`src/rtl/source_tokenizer_assert.svh`:
```
// ----------------------------------------------------------------------------
// Source tokenizer assertion macros
// Shared concurrent assertion forms for the tokenizer modules.
// ----------------------------------------------------------------------------
`ifndef SOURCE_TOKENIZER_ASSERT_SVH
`define SOURCE_TOKENIZER_ASSERT_SVH

// Same-cycle implication, disabled during reset.
`define STOK_ASSERT_IMPL(name, clk_s, rstn_s, ante, cons) \
    name: assert property (@(posedge clk_s) disable iff (!rstn_s) (ante) |-> (cons)) \
        else $error("tokenizer assertion failed");

// Next-cycle implication, disabled during reset.
`define STOK_ASSERT_NEXT(name, clk_s, rstn_s, ante, cons) \
    name: assert property (@(posedge clk_s) disable iff (!rstn_s) (ante) |=> (cons)) \
        else $error("tokenizer assertion failed");

`endif

```
`src/rtl/stok_pkg.sv`:
```
// ----------------------------------------------------------------------------
// stok_pkg
// Types, codes and character classes shared by the source tokenizer.
// ----------------------------------------------------------------------------
`default_nettype none

package stok_pkg;

    typedef enum logic [3:0] {
        M_IDLE, M_WORD, M_ZERO, M_DEC, M_HEX, M_BIN, M_LT, M_GT, M_EQ,
        M_BANG, M_AMP, M_PIPE, M_ERR
    } mode_t;

    localparam logic [1:0] K_LEXEME = 2'd0;
    localparam logic [1:0] K_TOKEN  = 2'd1;
    localparam logic [1:0] K_ERROR  = 2'd2;

    localparam logic E_UNEXPECTED = 1'b0;
    localparam logic E_BANG       = 1'b1;

    localparam logic [5:0] T_EOF      = 6'd0;
    localparam logic [5:0] T_NUM      = 6'd1;
    localparam logic [5:0] T_ID       = 6'd2;
    localparam logic [5:0] T_RET      = 6'd3;
    localparam logic [5:0] T_GLB      = 6'd4;
    localparam logic [5:0] T_IF       = 6'd5;
    localparam logic [5:0] T_ELSE     = 6'd6;
    localparam logic [5:0] T_LOOP     = 6'd7;
    localparam logic [5:0] T_BREAK    = 6'd8;
    localparam logic [5:0] T_PLUS     = 6'd9;
    localparam logic [5:0] T_MINUS    = 6'd10;
    localparam logic [5:0] T_DIV      = 6'd11;
    localparam logic [5:0] T_MUL      = 6'd12;
    localparam logic [5:0] T_LE       = 6'd13;
    localparam logic [5:0] T_SHL      = 6'd14;
    localparam logic [5:0] T_LT       = 6'd15;
    localparam logic [5:0] T_GE       = 6'd16;
    localparam logic [5:0] T_SHR      = 6'd17;
    localparam logic [5:0] T_GT       = 6'd18;
    localparam logic [5:0] T_COMMA    = 6'd19;
    localparam logic [5:0] T_EQEQ     = 6'd20;
    localparam logic [5:0] T_EQ       = 6'd21;
    localparam logic [5:0] T_NE       = 6'd22;
    localparam logic [5:0] T_LPAREN   = 6'd23;
    localparam logic [5:0] T_RPAREN   = 6'd24;
    localparam logic [5:0] T_LBRACKET = 6'd25;
    localparam logic [5:0] T_RBRACKET = 6'd26;
    localparam logic [5:0] T_LBRACE   = 6'd27;
    localparam logic [5:0] T_RBRACE   = 6'd28;
    localparam logic [5:0] T_AT       = 6'd29;
    localparam logic [5:0] T_PERCENT  = 6'd30;
    localparam logic [5:0] T_ANDAND   = 6'd31;
    localparam logic [5:0] T_AMP      = 6'd32;
    localparam logic [5:0] T_OROR     = 6'd33;
    localparam logic [5:0] T_PIPE     = 6'd34;
    localparam logic [5:0] T_TILDE    = 6'd35;
    localparam logic [5:0] T_HASH     = 6'd36;
    localparam logic [5:0] T_CARET    = 6'd37;
    localparam logic [5:0] T_SEMI     = 6'd38;

    localparam logic [7:0] CH_TAB   = 8'd9;
    localparam logic [7:0] CH_LF    = 8'd10;
    localparam logic [7:0] CH_CR    = 8'd13;
    localparam logic [7:0] CH_SPACE = 8'd32;

    localparam logic [39:0] KW_RET   = 40'h00_0072_6574;
    localparam logic [39:0] KW_GLB   = 40'h00_0067_6C62;
    localparam logic [39:0] KW_IF    = 40'h00_0000_6966;
    localparam logic [39:0] KW_ELSE  = 40'h00_656C_7365;
    localparam logic [39:0] KW_LOOP  = 40'h00_6C6F_6F70;
    localparam logic [39:0] KW_BREAK = 40'h62_7265_616B;

    localparam int unsigned FIFO_DEPTH = 4;

    typedef struct packed {
        logic [1:0] kind;
        logic [7:0] text;
        logic [5:0] ttype;
        logic       err;
    } rec_meta_t;

    function automatic rec_meta_t mk_meta(input logic [1:0] kind, input logic [7:0] text,
                                          input logic [5:0] ttype, input logic err);
        rec_meta_t m;
        m.kind  = kind;
        m.text  = text;
        m.ttype = ttype;
        m.err   = err;
        return m;
    endfunction

    function automatic logic is_alpha(input logic [7:0] b);
        return (b >= "a" && b <= "z") || (b >= "A" && b <= "Z");
    endfunction

    function automatic logic is_digit(input logic [7:0] b);
        return b >= "0" && b <= "9";
    endfunction

    function automatic logic is_xdigit(input logic [7:0] b);
        return is_digit(b) || (b >= "a" && b <= "f") || (b >= "A" && b <= "F");
    endfunction

    function automatic logic is_wordc(input logic [7:0] b);
        return is_alpha(b) || is_digit(b) || b == "_";
    endfunction

    function automatic logic is_space(input logic [7:0] b);
        return b == CH_SPACE || b == CH_TAB || b == CH_CR || b == CH_LF;
    endfunction

    // Keyword lookup on the last five word bytes; ID when nothing matches.
    function automatic logic [5:0] kw_type(input logic [39:0] kb);
        logic [5:0] t;
        t = T_ID;
        if (kb == KW_RET)   t = T_RET;
        if (kb == KW_GLB)   t = T_GLB;
        if (kb == KW_IF)    t = T_IF;
        if (kb == KW_ELSE)  t = T_ELSE;
        if (kb == KW_LOOP)  t = T_LOOP;
        if (kb == KW_BREAK) t = T_BREAK;
        return t;
    endfunction

    // Single-byte operators; T_EOF means the byte is not one.
    function automatic logic [5:0] single_op(input logic [7:0] b);
        logic [5:0] t;
        case (b)
            "+":     t = T_PLUS;
            "-":     t = T_MINUS;
            "/":     t = T_DIV;
            "*":     t = T_MUL;
            ",":     t = T_COMMA;
            "(":     t = T_LPAREN;
            ")":     t = T_RPAREN;
            "[":     t = T_LBRACKET;
            "]":     t = T_RBRACKET;
            "{":     t = T_LBRACE;
            "}":     t = T_RBRACE;
            "@":     t = T_AT;
            "%":     t = T_PERCENT;
            "~":     t = T_TILDE;
            "#":     t = T_HASH;
            "^":     t = T_CARET;
            ";":     t = T_SEMI;
            default: t = T_EOF;
        endcase
        return t;
    endfunction

endpackage

`default_nettype wire

```
`src/rtl/stok_scan.sv`:
```
// ----------------------------------------------------------------------------
// stok_scan
// Scanner state and per-byte record generation; up to two records per item.
// ----------------------------------------------------------------------------
`default_nettype none

`include "source_tokenizer_assert.svh"

module stok_scan #(
    parameter int unsigned LINE_BITS   = 24,
    parameter int unsigned LENGTH_BITS = 16,
    parameter int unsigned ENT_W       = 17 + LINE_BITS + LENGTH_BITS + 1
) (
    input  wire logic             clk,
    input  wire logic             rst_n,
    input  wire logic             accept,
    input  wire logic [7:0]       char_byte,
    input  wire logic             end_of_input,
    output logic      [1:0]       push_cnt,
    output logic      [ENT_W-1:0] push_ent0,
    output logic      [ENT_W-1:0] push_ent1
);
    import stok_pkg::*;

    mode_t                  mode_reg, mode_next;
    logic [39:0]            kb_reg, kb_next;
    logic [LENGTH_BITS-1:0] cnt_reg, cnt_next;
    logic [LINE_BITS-1:0]   line_reg, line_next;
    logic [LINE_BITS-1:0]   sl_reg, sl_next;

    logic                   in_end;
    logic [7:0]             b;
    logic [LENGTH_BITS-1:0] cnt_inc;
    logic                   consumed;
    logic                   app, tok, bang_err;
    logic [5:0]             tok_type;
    logic [LENGTH_BITS-1:0] tok_len;
    logic [5:0]             op_t;

    logic                   a_v, b_v;
    rec_meta_t              meta_a, meta_b;
    logic [LINE_BITS-1:0]   line_a, line_b;
    logic [LENGTH_BITS-1:0] len_a, len_b;

    assign in_end  = end_of_input || (char_byte == 8'd0);
    assign b       = in_end ? 8'd0 : char_byte;
    assign cnt_inc = (cnt_reg == '1) ? cnt_reg : cnt_reg + LENGTH_BITS'(1);
    assign op_t    = single_op(b);

    always_comb
    begin
        mode_next = mode_reg;
        kb_next   = kb_reg;
        cnt_next  = cnt_reg;
        line_next = line_reg;
        sl_next   = sl_reg;
        consumed  = 1'b1;
        app       = 1'b0;
        tok       = 1'b0;
        bang_err  = 1'b0;
        tok_type  = T_EOF;
        tok_len   = '0;
        a_v       = 1'b0;
        b_v       = 1'b0;
        meta_a    = mk_meta(K_LEXEME, 8'd0, T_EOF, E_UNEXPECTED);
        meta_b    = mk_meta(K_LEXEME, 8'd0, T_EOF, E_UNEXPECTED);
        line_a    = sl_reg;
        line_b    = line_reg;
        len_a     = '0;
        len_b     = '0;

        if (accept && mode_reg != M_ERR)
        begin
            // finish or extend the pending token
            case (mode_reg)
                M_WORD:
                begin
                    if (is_wordc(b))
                        app = 1'b1;
                    else
                    begin
                        tok      = 1'b1;
                        tok_type = (cnt_reg <= LENGTH_BITS'(5)) ? kw_type(kb_reg) : T_ID;
                        tok_len  = cnt_reg;
                        consumed = 1'b0;
                    end
                end
                M_ZERO:
                begin
                    if (b == "x" || b == "X")
                    begin
                        app       = 1'b1;
                        mode_next = M_HEX;
                    end
                    else if (b == "b" || b == "B")
                    begin
                        app       = 1'b1;
                        mode_next = M_BIN;
                    end
                    else if (is_digit(b))
                    begin
                        app       = 1'b1;
                        mode_next = M_DEC;
                    end
                    else
                    begin
                        tok      = 1'b1;
                        tok_type = T_NUM;
                        tok_len  = cnt_reg;
                        consumed = 1'b0;
                    end
                end
                M_DEC, M_HEX, M_BIN:
                begin
                    if ((mode_reg == M_DEC && is_digit(b)) ||
                        (mode_reg == M_HEX && is_xdigit(b)) ||
                        (mode_reg == M_BIN && (b == "0" || b == "1")))
                        app = 1'b1;
                    else
                    begin
                        tok      = 1'b1;
                        tok_type = T_NUM;
                        tok_len  = cnt_reg;
                        consumed = 1'b0;
                    end
                end
                M_LT:
                begin
                    tok = 1'b1;
                    if (b == "<")
                        tok_type = T_SHL;
                    else if (b == "=")
                        tok_type = T_LE;
                    else
                    begin
                        tok_type = T_LT;
                        consumed = 1'b0;
                    end
                end
                M_GT:
                begin
                    tok = 1'b1;
                    if (b == ">")
                        tok_type = T_SHR;
                    else if (b == "=")
                        tok_type = T_GE;
                    else
                    begin
                        tok_type = T_GT;
                        consumed = 1'b0;
                    end
                end
                M_EQ:
                begin
                    tok      = 1'b1;
                    tok_type = (b == "=") ? T_EQEQ : T_EQ;
                    consumed = (b == "=");
                end
                M_AMP:
                begin
                    tok      = 1'b1;
                    tok_type = (b == "&") ? T_ANDAND : T_AMP;
                    consumed = (b == "&");
                end
                M_PIPE:
                begin
                    tok      = 1'b1;
                    tok_type = (b == "|") ? T_OROR : T_PIPE;
                    consumed = (b == "|");
                end
                M_BANG:
                begin
                    if (b == "=")
                    begin
                        tok      = 1'b1;
                        tok_type = T_NE;
                    end
                    else
                        bang_err = 1'b1;
                end
                default:
                    consumed = 1'b0;
            endcase

            if (app)
            begin
                cnt_next = cnt_inc;
                kb_next  = {kb_reg[31:0], b};
                a_v      = 1'b1;
                meta_a   = mk_meta(K_LEXEME, b, T_EOF, E_UNEXPECTED);
                len_a    = cnt_inc;
            end
            if (tok)
            begin
                mode_next = M_IDLE;
                a_v       = 1'b1;
                meta_a    = mk_meta(K_TOKEN, 8'd0, tok_type, E_UNEXPECTED);
                len_a     = tok_len;
            end
            if (bang_err)
            begin
                mode_next = M_ERR;
                a_v       = 1'b1;
                meta_a    = mk_meta(K_ERROR, b, T_EOF, E_BANG);
            end

            if (in_end)
            begin
                if (mode_next != M_ERR)
                begin
                    b_v       = 1'b1;
                    meta_b    = mk_meta(K_TOKEN, 8'd0, T_EOF, E_UNEXPECTED);
                    mode_next = M_IDLE;
                    kb_next   = '0;
                    cnt_next  = '0;
                    line_next = LINE_BITS'(1);
                    sl_next   = LINE_BITS'(1);
                end
            end
            else
            begin
                if (!consumed)
                begin
                    // byte starts anew
                    mode_next = M_IDLE;
                    sl_next   = line_reg;
                    cnt_next  = '0;
                    kb_next   = '0;
                    if (is_space(b))
                        b_v = 1'b0;
                    else if (is_alpha(b) || b == "_" || is_digit(b))
                    begin
                        if (is_digit(b))
                            mode_next = (b == "0") ? M_ZERO : M_DEC;
                        else
                            mode_next = M_WORD;
                        cnt_next = LENGTH_BITS'(1);
                        kb_next  = {32'd0, b};
                        b_v      = 1'b1;
                        meta_b   = mk_meta(K_LEXEME, b, T_EOF, E_UNEXPECTED);
                        len_b    = LENGTH_BITS'(1);
                    end
                    else
                    begin
                        case (b)
                            "<":     mode_next = M_LT;
                            ">":     mode_next = M_GT;
                            "=":     mode_next = M_EQ;
                            "!":     mode_next = M_BANG;
                            "&":     mode_next = M_AMP;
                            "|":     mode_next = M_PIPE;
                            default:
                            begin
                                b_v = 1'b1;
                                if (op_t != T_EOF)
                                    meta_b = mk_meta(K_TOKEN, 8'd0, op_t, E_UNEXPECTED);
                                else
                                begin
                                    meta_b    = mk_meta(K_ERROR, b, T_EOF, E_UNEXPECTED);
                                    mode_next = M_ERR;
                                end
                            end
                        endcase
                    end
                end
                if (b == CH_LF && mode_next != M_ERR && line_reg != '1)
                    line_next = line_reg + LINE_BITS'(1);
            end
        end
    end

    always_ff @(posedge clk or negedge rst_n)
    begin
        if (!rst_n)
        begin
            mode_reg <= M_IDLE;
            kb_reg   <= '0;
            cnt_reg  <= '0;
            line_reg <= LINE_BITS'(1);
            sl_reg   <= LINE_BITS'(1);
        end
        else
        begin
            mode_reg <= mode_next;
            kb_reg   <= kb_next;
            cnt_reg  <= cnt_next;
            line_reg <= line_next;
            sl_reg   <= sl_next;
        end
    end

    // compact to slot 0 first; the last slot written carries the last mark
    assign push_cnt  = {1'b0, a_v} + {1'b0, b_v};
    assign push_ent0 = a_v ? {meta_a, line_a, len_a, !b_v} : {meta_b, line_b, len_b, 1'b1};
    assign push_ent1 = {meta_b, line_b, len_b, 1'b1};

    `STOK_ASSERT_IMPL(a_err_silent, clk, rst_n, accept && mode_reg == M_ERR, push_cnt == 2'd0)
    `STOK_ASSERT_IMPL(a_line_nonzero, clk, rst_n, 1'b1, line_reg != '0)
    `STOK_ASSERT_NEXT(a_eof_restart, clk, rst_n, accept && in_end && mode_next != M_ERR, mode_reg == M_IDLE && line_reg == LINE_BITS'(1))

endmodule

`default_nettype wire

```
`src/rtl/stok_fifo.sv`:
```
// ----------------------------------------------------------------------------
// stok_fifo
// Four-entry record queue: up to two writes and one read per cycle.
// ----------------------------------------------------------------------------
`default_nettype none

`include "source_tokenizer_assert.svh"

module stok_fifo #(
    parameter int unsigned WIDTH = 58
) (
    input  wire logic             clk,
    input  wire logic             rst_n,
    input  wire logic [1:0]       wr_cnt,
    input  wire logic [WIDTH-1:0] wr_ent0,
    input  wire logic [WIDTH-1:0] wr_ent1,
    output logic                  full2,
    output logic                  rd_valid,
    input  wire logic             rd_stall,
    output logic      [WIDTH-1:0] rd_ent
);
    import stok_pkg::*;

    localparam int unsigned PTR_W = $clog2(FIFO_DEPTH);
    localparam int unsigned CNT_W = PTR_W + 1;

    logic [WIDTH-1:0] mem [FIFO_DEPTH];
    logic [PTR_W-1:0] wr_ptr_reg, wr_ptr_next;
    logic [PTR_W-1:0] rd_ptr_reg, rd_ptr_next;
    logic [CNT_W-1:0] count_reg, count_next;
    logic [PTR_W-1:0] wr_ptr_p1;
    logic             pop;

    assign pop       = rd_valid && !rd_stall;
    assign rd_valid  = (count_reg != '0);
    assign rd_ent    = mem[rd_ptr_reg];
    assign full2     = (count_reg > CNT_W'(FIFO_DEPTH - 2));
    assign wr_ptr_p1 = wr_ptr_reg + PTR_W'(1);

    always_comb
    begin
        wr_ptr_next = wr_ptr_reg + PTR_W'(wr_cnt);
        rd_ptr_next = rd_ptr_reg + PTR_W'(pop);
        count_next  = count_reg + CNT_W'(wr_cnt) - CNT_W'(pop);
    end

    always_ff @(posedge clk)
    begin
        if (wr_cnt != 2'd0)
            mem[wr_ptr_reg] <= wr_ent0;
        if (wr_cnt == 2'd2)
            mem[wr_ptr_p1] <= wr_ent1;
    end

    always_ff @(posedge clk or negedge rst_n)
    begin
        if (!rst_n)
        begin
            wr_ptr_reg <= '0;
            rd_ptr_reg <= '0;
            count_reg  <= '0;
        end
        else
        begin
            wr_ptr_reg <= wr_ptr_next;
            rd_ptr_reg <= rd_ptr_next;
            count_reg  <= count_next;
        end
    end

    `STOK_ASSERT_IMPL(a_count_bound, clk, rst_n, 1'b1, count_reg <= CNT_W'(FIFO_DEPTH))
    `STOK_ASSERT_IMPL(a_no_overrun, clk, rst_n, wr_cnt != 2'd0, (4'(count_reg) + 4'(wr_cnt)) <= 4'(FIFO_DEPTH))
    `STOK_ASSERT_NEXT(a_hold_count, clk, rst_n, !pop && wr_cnt == 2'd0, count_reg == $past(count_reg))

endmodule

`default_nettype wire

```
`src/rtl/source_tokenizer.sv`:
```
// ----------------------------------------------------------------------------
// source_tokenizer
// Byte-stream lexer producing lexeme, token and error records.
// ----------------------------------------------------------------------------
// Usage:
//   Input channel (in_valid / in_stall): one source byte per item, with
//   end_of_input; a zero byte also ends the source.
//   Output channel (out_valid / out_stall): one record per item; an input
//   item gives zero, one or two records, the last flagged by last_record.
//   Records of an item are registered into the record queue as it is
//   accepted. Throughput: one input item per cycle while each gives at most
//   one record and out_stall is low; items giving two records are bounded by
//   the one-record-per-cycle output, buffered in a four-entry record queue.
//   in_stall rises when the queue holds more than two records, so a stall
//   on the output side fills the queue and then stalls the input side.
//   After an error no further records are given until reset.
//   Reset (rst_n low, asynchronous) empties the queue and returns the
//   scanner to idle on line one; no clearing pass is needed.
// ----------------------------------------------------------------------------
`default_nettype none

module source_tokenizer #(
    parameter int unsigned LINE_BITS   = 24,
    parameter int unsigned LENGTH_BITS = 16
) (
    input  wire logic                   clk,
    input  wire logic                   rst_n,
    input  wire logic                   in_valid,
    output logic                        in_stall,
    input  wire logic [7:0]             char_byte,
    input  wire logic                   end_of_input,
    output logic                        out_valid,
    input  wire logic                   out_stall,
    output logic      [1:0]             record_kind,
    output logic      [7:0]             text_char,
    output logic      [5:0]             token_class,
    output logic      [LINE_BITS-1:0]   token_line,
    output logic      [LENGTH_BITS-1:0] token_length,
    output logic                        error_code,
    output logic                        last_record
);
    import stok_pkg::*;

    localparam int unsigned ENT_W = $bits(rec_meta_t) + LINE_BITS + LENGTH_BITS + 1;

    logic             accept;
    logic [1:0]       push_cnt;
    logic [ENT_W-1:0] push_ent0, push_ent1, rd_ent;
    rec_meta_t        meta;

    assign accept = in_valid && !in_stall;

    stok_scan #(
        .LINE_BITS   (LINE_BITS),
        .LENGTH_BITS (LENGTH_BITS),
        .ENT_W       (ENT_W)
    ) u_scan (
        .clk          (clk),
        .rst_n        (rst_n),
        .accept       (accept),
        .char_byte    (char_byte),
        .end_of_input (end_of_input),
        .push_cnt     (push_cnt),
        .push_ent0    (push_ent0),
        .push_ent1    (push_ent1)
    );

    stok_fifo #(
        .WIDTH (ENT_W)
    ) u_fifo (
        .clk      (clk),
        .rst_n    (rst_n),
        .wr_cnt   (push_cnt),
        .wr_ent0  (push_ent0),
        .wr_ent1  (push_ent1),
        .full2    (in_stall),
        .rd_valid (out_valid),
        .rd_stall (out_stall),
        .rd_ent   (rd_ent)
    );

    assign {meta, token_line, token_length, last_record} = rd_ent;
    assign record_kind = meta.kind;
    assign text_char   = meta.text;
    assign token_class = meta.ttype;
    assign error_code  = meta.err;

endmodule

`default_nettype wire
```
`config.mk`:
```
export PLATFORM = sky130hd
export DESIGN_NAME = source_tokenizer
export DESIGN_NICKNAME = d
export VERILOG_FILES = /design/src/rtl/stok_pkg.sv /design/src/rtl/stok_scan.sv /design/src/rtl/stok_fifo.sv /design/src/rtl/source_tokenizer.sv
export VERILOG_INCLUDE_DIRS = /design/src /design/src/rtl
export SDC_FILE = /design/constraint.sdc
export NUM_CORES = 1
export LEC_CHECK = 0
export BUFFER_PORTS_ARGS = -buffer_cell sky130_fd_sc_hd__buf_2
export CORE_MARGIN = 2
export CORE_UTILIZATION = 36
export CTS_CLUSTER_SIZE = 12
export DETAILED_ROUTE_END_ITERATION = 8
export GPL_ROUTABILITY_DRIVEN = 0
export HOLD_SLACK_MARGIN = 0.12
export MAX_ROUTING_LAYER = met4
export PLACE_DENSITY = 0.55
export SLEW_MARGIN = 0
export SYNTH_ARGS = -nofsm -noshare
export SYNTH_HDL_FRONTEND = slang
export SYNTH_SLANG_ARGS = --single-unit
```
`constraint.sdc`:
```
create_clock -name clk -period 4.1 [get_ports clk]
set_input_delay 0 -clock clk [delete_from_list [all_inputs] [get_ports clk]]
set_output_delay 0 -clock clk [all_outputs]
set_load 0.05 [all_outputs]
```
======== Word level (Yosys, flattened, before mapping) ========
Memories as Yosys holds them, arrays and structs flattened.
Cells that the tools add are included.
word-level totals
  register bits ........................... 115
  RAM bits ................................ 232
  input bits .............................. 13
  output and inout port bits .............. 60
  logic and storage cells ................. 249
  memories kept ........................... 1
operators by class
  add/sub/neg operators ................... 8
  $lt $le $gt $ge ......................... 10
  equal/unequal tests ..................... 59
  muxes and demuxes ....................... 121
  reductions and logical operators ........ 42
memories
  name        depth  bits a word  rd ports  clocked after Yosys merged registers in  write ports  line             RTL
  u_fifo.mem  4      58           1         0                                        2            stok_fifo.sv:27  logic [WIDTH-1:0] mem [FIFO_DEPTH];
operator list
  kind                                                            number
  two-way mux 16 bit                                              19
  two-way mux 40 bit                                              5
  two-way mux 17 bit                                              9
  equality test 8 x 6 -> 1 bit, second input constant             18
  two-way mux 24 bit                                              5
  equality test 8 x 7 -> 1 bit, second input constant             13
  one-hot mux 6 bit (17 select lines)                             1
  equality test 40 x 23 -> 1 bit, second input constant           2
  equality test 40 x 31 -> 1 bit, second input constant           2
  two-way mux 4 bit                                               18
  two-way mux 58 bit                                              1
  one-hot mux 6 bit (9 select lines)                              1
  one-hot mux 16 bit (3 select lines)                             1
  equality test 40 x 15 -> 1 bit, second input constant           1
  equality test 40 x 39 -> 1 bit, second input constant           1
  two-way mux 1 bit                                               40
  two-way mux 6 bit                                               6
  less-or-equal comparator 8 x 7 -> 1 bit, second input constant  4
  adder 24 x 1 -> 24 bit, second input constant                   1
  equality test 8 x 4 -> 1 bit, second input constant             3
  != test 24 bit, second input constant                           1
  one-hot mux 4 bit (6 select lines)                              1
  adder 16 x 1 -> 16 bit, second input constant                   1
  equality test 16 bit, second input constant                     1
  38 further kinds                                                85

======== Longest topological paths before layout ========
  depth in word-level cells ............... 24
  gate-level depth with buffers ........... 19
  depth with buffers taken out ............ 16

======== Modules after synthesis ========
From an unflattened synthesis, not the netlist that was laid out.
second synthesis, totals
  cells, all modules ...................... 1618
  area total of the unflattened synthesis .. 19926.6 µm²
by module, submodules not included
  module            times used  cells each  area an instance (µm²)  seq. area each (µm²)
  stok_fifo         1           606         11891.4                 7141.8
  stok_scan         1           1011        8021.4                  2705.1
  source_tokenizer  1           1           13.8                    0.0

======== Least setup slack after synthesis ========
Ideal clock, no wire load.
  path type ............................... register to register
  from .................................... register u_scan.mode_reg[0]
  to ...................................... memory u_fifo.mem[1][17], enable pin
  library setup time ...................... 0.396 ns
  arrival time ............................ 4.171 ns
  required time ........................... 3.704 ns
  slack ................................... -0.467 ns
  stages on the path, launching flop included .. 15
  buffers on the path ..................... 2
  period minus slack after synthesis ...... 4.567 ns
  cells stage by stage .................... dfrtp_1 -> buf_2 -> nor4b_1 -> o41a_1 -> o22ai_1 -> a21oi_1 -> o21a_1 -> o21ai_1 -> buf_2 -> nor2_1 -> inv_1 -> ha_1 -> nor3b_1 -> nor2_1 -> inv_1
RTL lines
  what                    line              RTL
  from (decl)             stok_scan.sv:25   mode_t mode_reg, mode_next;
  from (signal assigned)  stok_scan.sv:284  mode_reg <= mode_next;
  to (decl)               stok_fifo.sv:27

==> impl_metrics.ini <==
[timing]
period_needed_ps = 3880
max_freq_mhz = 258
finClkSkew_ps = 20.1
hold_viol_final = 0
tightest_slew_ps = 928
final_max_slew_viol_count = 0
period_share = 0.945
rsz0062_at_grt = true
fin_ws_ps = 224
finalSetupViolCount = 0
relSlewSlack = 0.382

[logic_synthesis]
avgSynthCellArea_sq_um = 10.9
muxShareOfSynthArea = 0.0760
async_flop_share = 0.331
syn_nets = 1670
syn-cell-area_sq_um = 18000
synth_compound_area_frac = 0.212
synth-edff-count = 164
ys_ff_latch = 347
ys_types = 100
synth_ff_type = edfxtp_1
ys_seq_area_frac = 0.509
synth_top_family_by_area = compound AO/OA/AOI/OAI gates
synth_cells = 1644
synth-xor-area-share = 0.00292
yosys.area_share.adder = 0.00945
yosys.area_share.simple = 0.153
ys_warn_count = 0

[global_route]
grt_pass1_vias = 14200
antenna_found_initial = 2
track_usage = 0.227
grt_max_degree = 79
overflow = 0
grt_pass1_wl_microns = 87200

[detailed_routing]
postRouteAntennaNets = 0
first_pass_iters = 6
routed_wl_microns = 56000
drtIter0Drc = 1549
vias = 14500
wl_per_cell_microns = 23.0
drt_drc_violations_left = 0
via_per_inst = 5.97

[pwr]
p_sw_w = 0.00545
cell_internal_pwr_w = 0.00772
ir_drop_uv = 388
power_w = 0.0132
p_clk_frac = 0.254
leakagePower_nw = 7.76
power_density_nw_per_um2 = 625
p_comb_frac = 0.394
seq_power_share = 0.352
switching_share = 0.414

[finish]
seqCellArea_sq_um = 9170
multi_input_area_sq_um = 8200
largest_register_ffs = 232
fillCellCount = 4620
drive_gt1_frac = 0.198
final_cell_mix = 164 x edfxtp_1, 163 x nand2_1, 152 x a22o_1
area_delta_synth_final_pct = 17.1
final_nets = 1766
post-route-util = 0.429
layout_commonest_cell = edfxtp_1

[placed_design]
dp_hpwl_microns = 38000
io_buffers = 72
dpl_worst_slack_ps = 146

[critical_path]
cp-end-kind = register
path_class = reg -> reg
crit_fanout = 11
cp.arrival_ps = 4190
critPathRequiredTime_ps = 4410
critPathLaunchType = register

[floorplan]
fp.dieW_microns = 228
start_util = 0.366
rows = 81
core-area_sq_um = 49200
dieArea_sq_um = 51800
ios = 73
die_h_microns = 228

[cts]
clock_path_buffers = 3
path_clk_slew_ps = 60
cts_buffers = 40
worstSkewPairLatency_ps = 570
cts.sinks = 347
cts_tree = done
clock-root-buffer = clkbuf_16
ctsHtreeMaxLevel = 2

[status]
outcome = completed

[worst_hold_path]
min_path_type = in -> reg

[flow_run]
maxCapViolCount = 0
-- final cells by class --
cell class | instances | area share
Antenna cell | 1 | 0.000119
Clock buffer | 55 | 0.0507
Clock inverter | 19 | 0.00701
Inverter | 28 | 0.00570
Multi-Input combinational cell | 1129 | 0.389
Sequential cell | 347 | 0.435
Tap cell | 664 | 0.0394
Timing Repair Buffer | 194 | 0.0728
-- worst paths after layout --
path / start / end / slack, ps / cells past startpoint
max in group asynchronous: rst_n / u_scan.line_a[8]$_DFFE_PN0P_ / 3000 / 4
max: u_scan.mode_reg[1]$_DFFE_PN0P_ / u_fifo.mem[0][52]$_DFFE_PP_ / 220 / 16
min reg2reg: u_fifo.mem[1][7]$_SDFFE_PP0P_ / u_fifo.mem[1][7]$_SDFFE_PP0P_ / 450 / 2
min: char_byte[6] / u_scan.kb_reg[6]$_DFFE_PN0P_ / 390 / 3
max reg2reg: u_scan.mode_reg[1]$_DFFE_PN0P_ / u_fifo.mem[0][52]$_DFFE_PP_ / 220 / 16
min in group asynchronous: rst_n / u_scan.line_a[0]$_DFFE_PN1P_ / 570 / 3
-- metal layers --
| layer | vias to the layer above | track usage | part of all wire |
|---|---|---|---|
| met3 | 97 | 0.0374 | 0.072 |
| met2 | 598 | 0.342 | 0.46 |
| li1 | 6581 | - | - |
| met5 | - | - | 0 |
| met1 | 7264 | 0.316 | 0.44 |
| met4 | 0 | 0.0664 | 0.025 |
-- per-stage QoR --
step	setup TNS (ps)	instance area (sq um)	hold slack, ps	std cells
2_1_floorplan	-6480	18000	-296	1644
3_5_place_dp	0	19700	38.6	2345
5_1_grt	-304	21100	436	2437
4_1_cts	0	21000	358	2432
6_report	0	21100	389	2437
3_3_place_gp	0	19700	40.9	2345
-- power groups by stage --
stage               Combinational (W)  Clock [W]  Sequential [W]
global placement              0.00513          0         0.00468
detailed placement            0.00515          0         0.00470
CTS                           0.00517    0.00344         0.00463
floorplan                     0.00362          0         0.00440
global route                  0.00550    0.00358         0.00471
finish                        0.00519    0.00335         0.00463
-- synthesized netlist by cell type (33+ instances only) --
cell | instances | share of area
nor2_1 | 69 | 0.014
a22o_1 | 152 | 0.074
a21oi_1 | 56 | 0.016
o21ai_0 | 134 | 0.037
buf_2 | 33 | 0.0092
mux4_2 | 58 | 0.073
dfrtp_1 | 113 | 0.16
nand2_1 | 163 | 0.034
and2_1 | 33 | 0.011
dfxtp_1 | 68 | 0.076
clkbuf_1 | 93 | 0.019
edfxtp_1 | 164 | 0.27
o22ai_1 | 35 | 0.012
-- logic make-up (layout without fill, tap and decap cells) --
family                   count (synthesis)  in the layout
AO/OA/AOI/OAI                          535            535
multiplexers                            64             64
XOR/XNOR                                 6              6
adder cells (fa/ha/maj)                 13             13
AND/OR/NAND/NOR                        511            511
buffers and inverters                  168            296
flip-flops                             347            347
other                                    0              1
-- repair_timing --
action                                 in CTS  in global routing
endpoints found under the hold margin     156                  0
resized for setup                           0                  3
hold buffers                               13                  0
buffers inserted                            0                  4
setup endpoints to repair                   0                198
-- worst max-delay path, cell delays in order, from the launching register on --
cell and delay [ps]:
dfrtp_1 530, nor4b_1 310, buf_4 180, o2111a_1 220
a21o_1 100, o2111ai_1 190, o21a_1 270, o21ai_4 80
nor2_2 100, inv_1 80, ha_1 280, nor3_1 100
buf_4 220, a21oi_1 440, o22ai_1 180, buf_4 190
and2_1 150
Note: power is estimated with default switching activity, not from simulation.
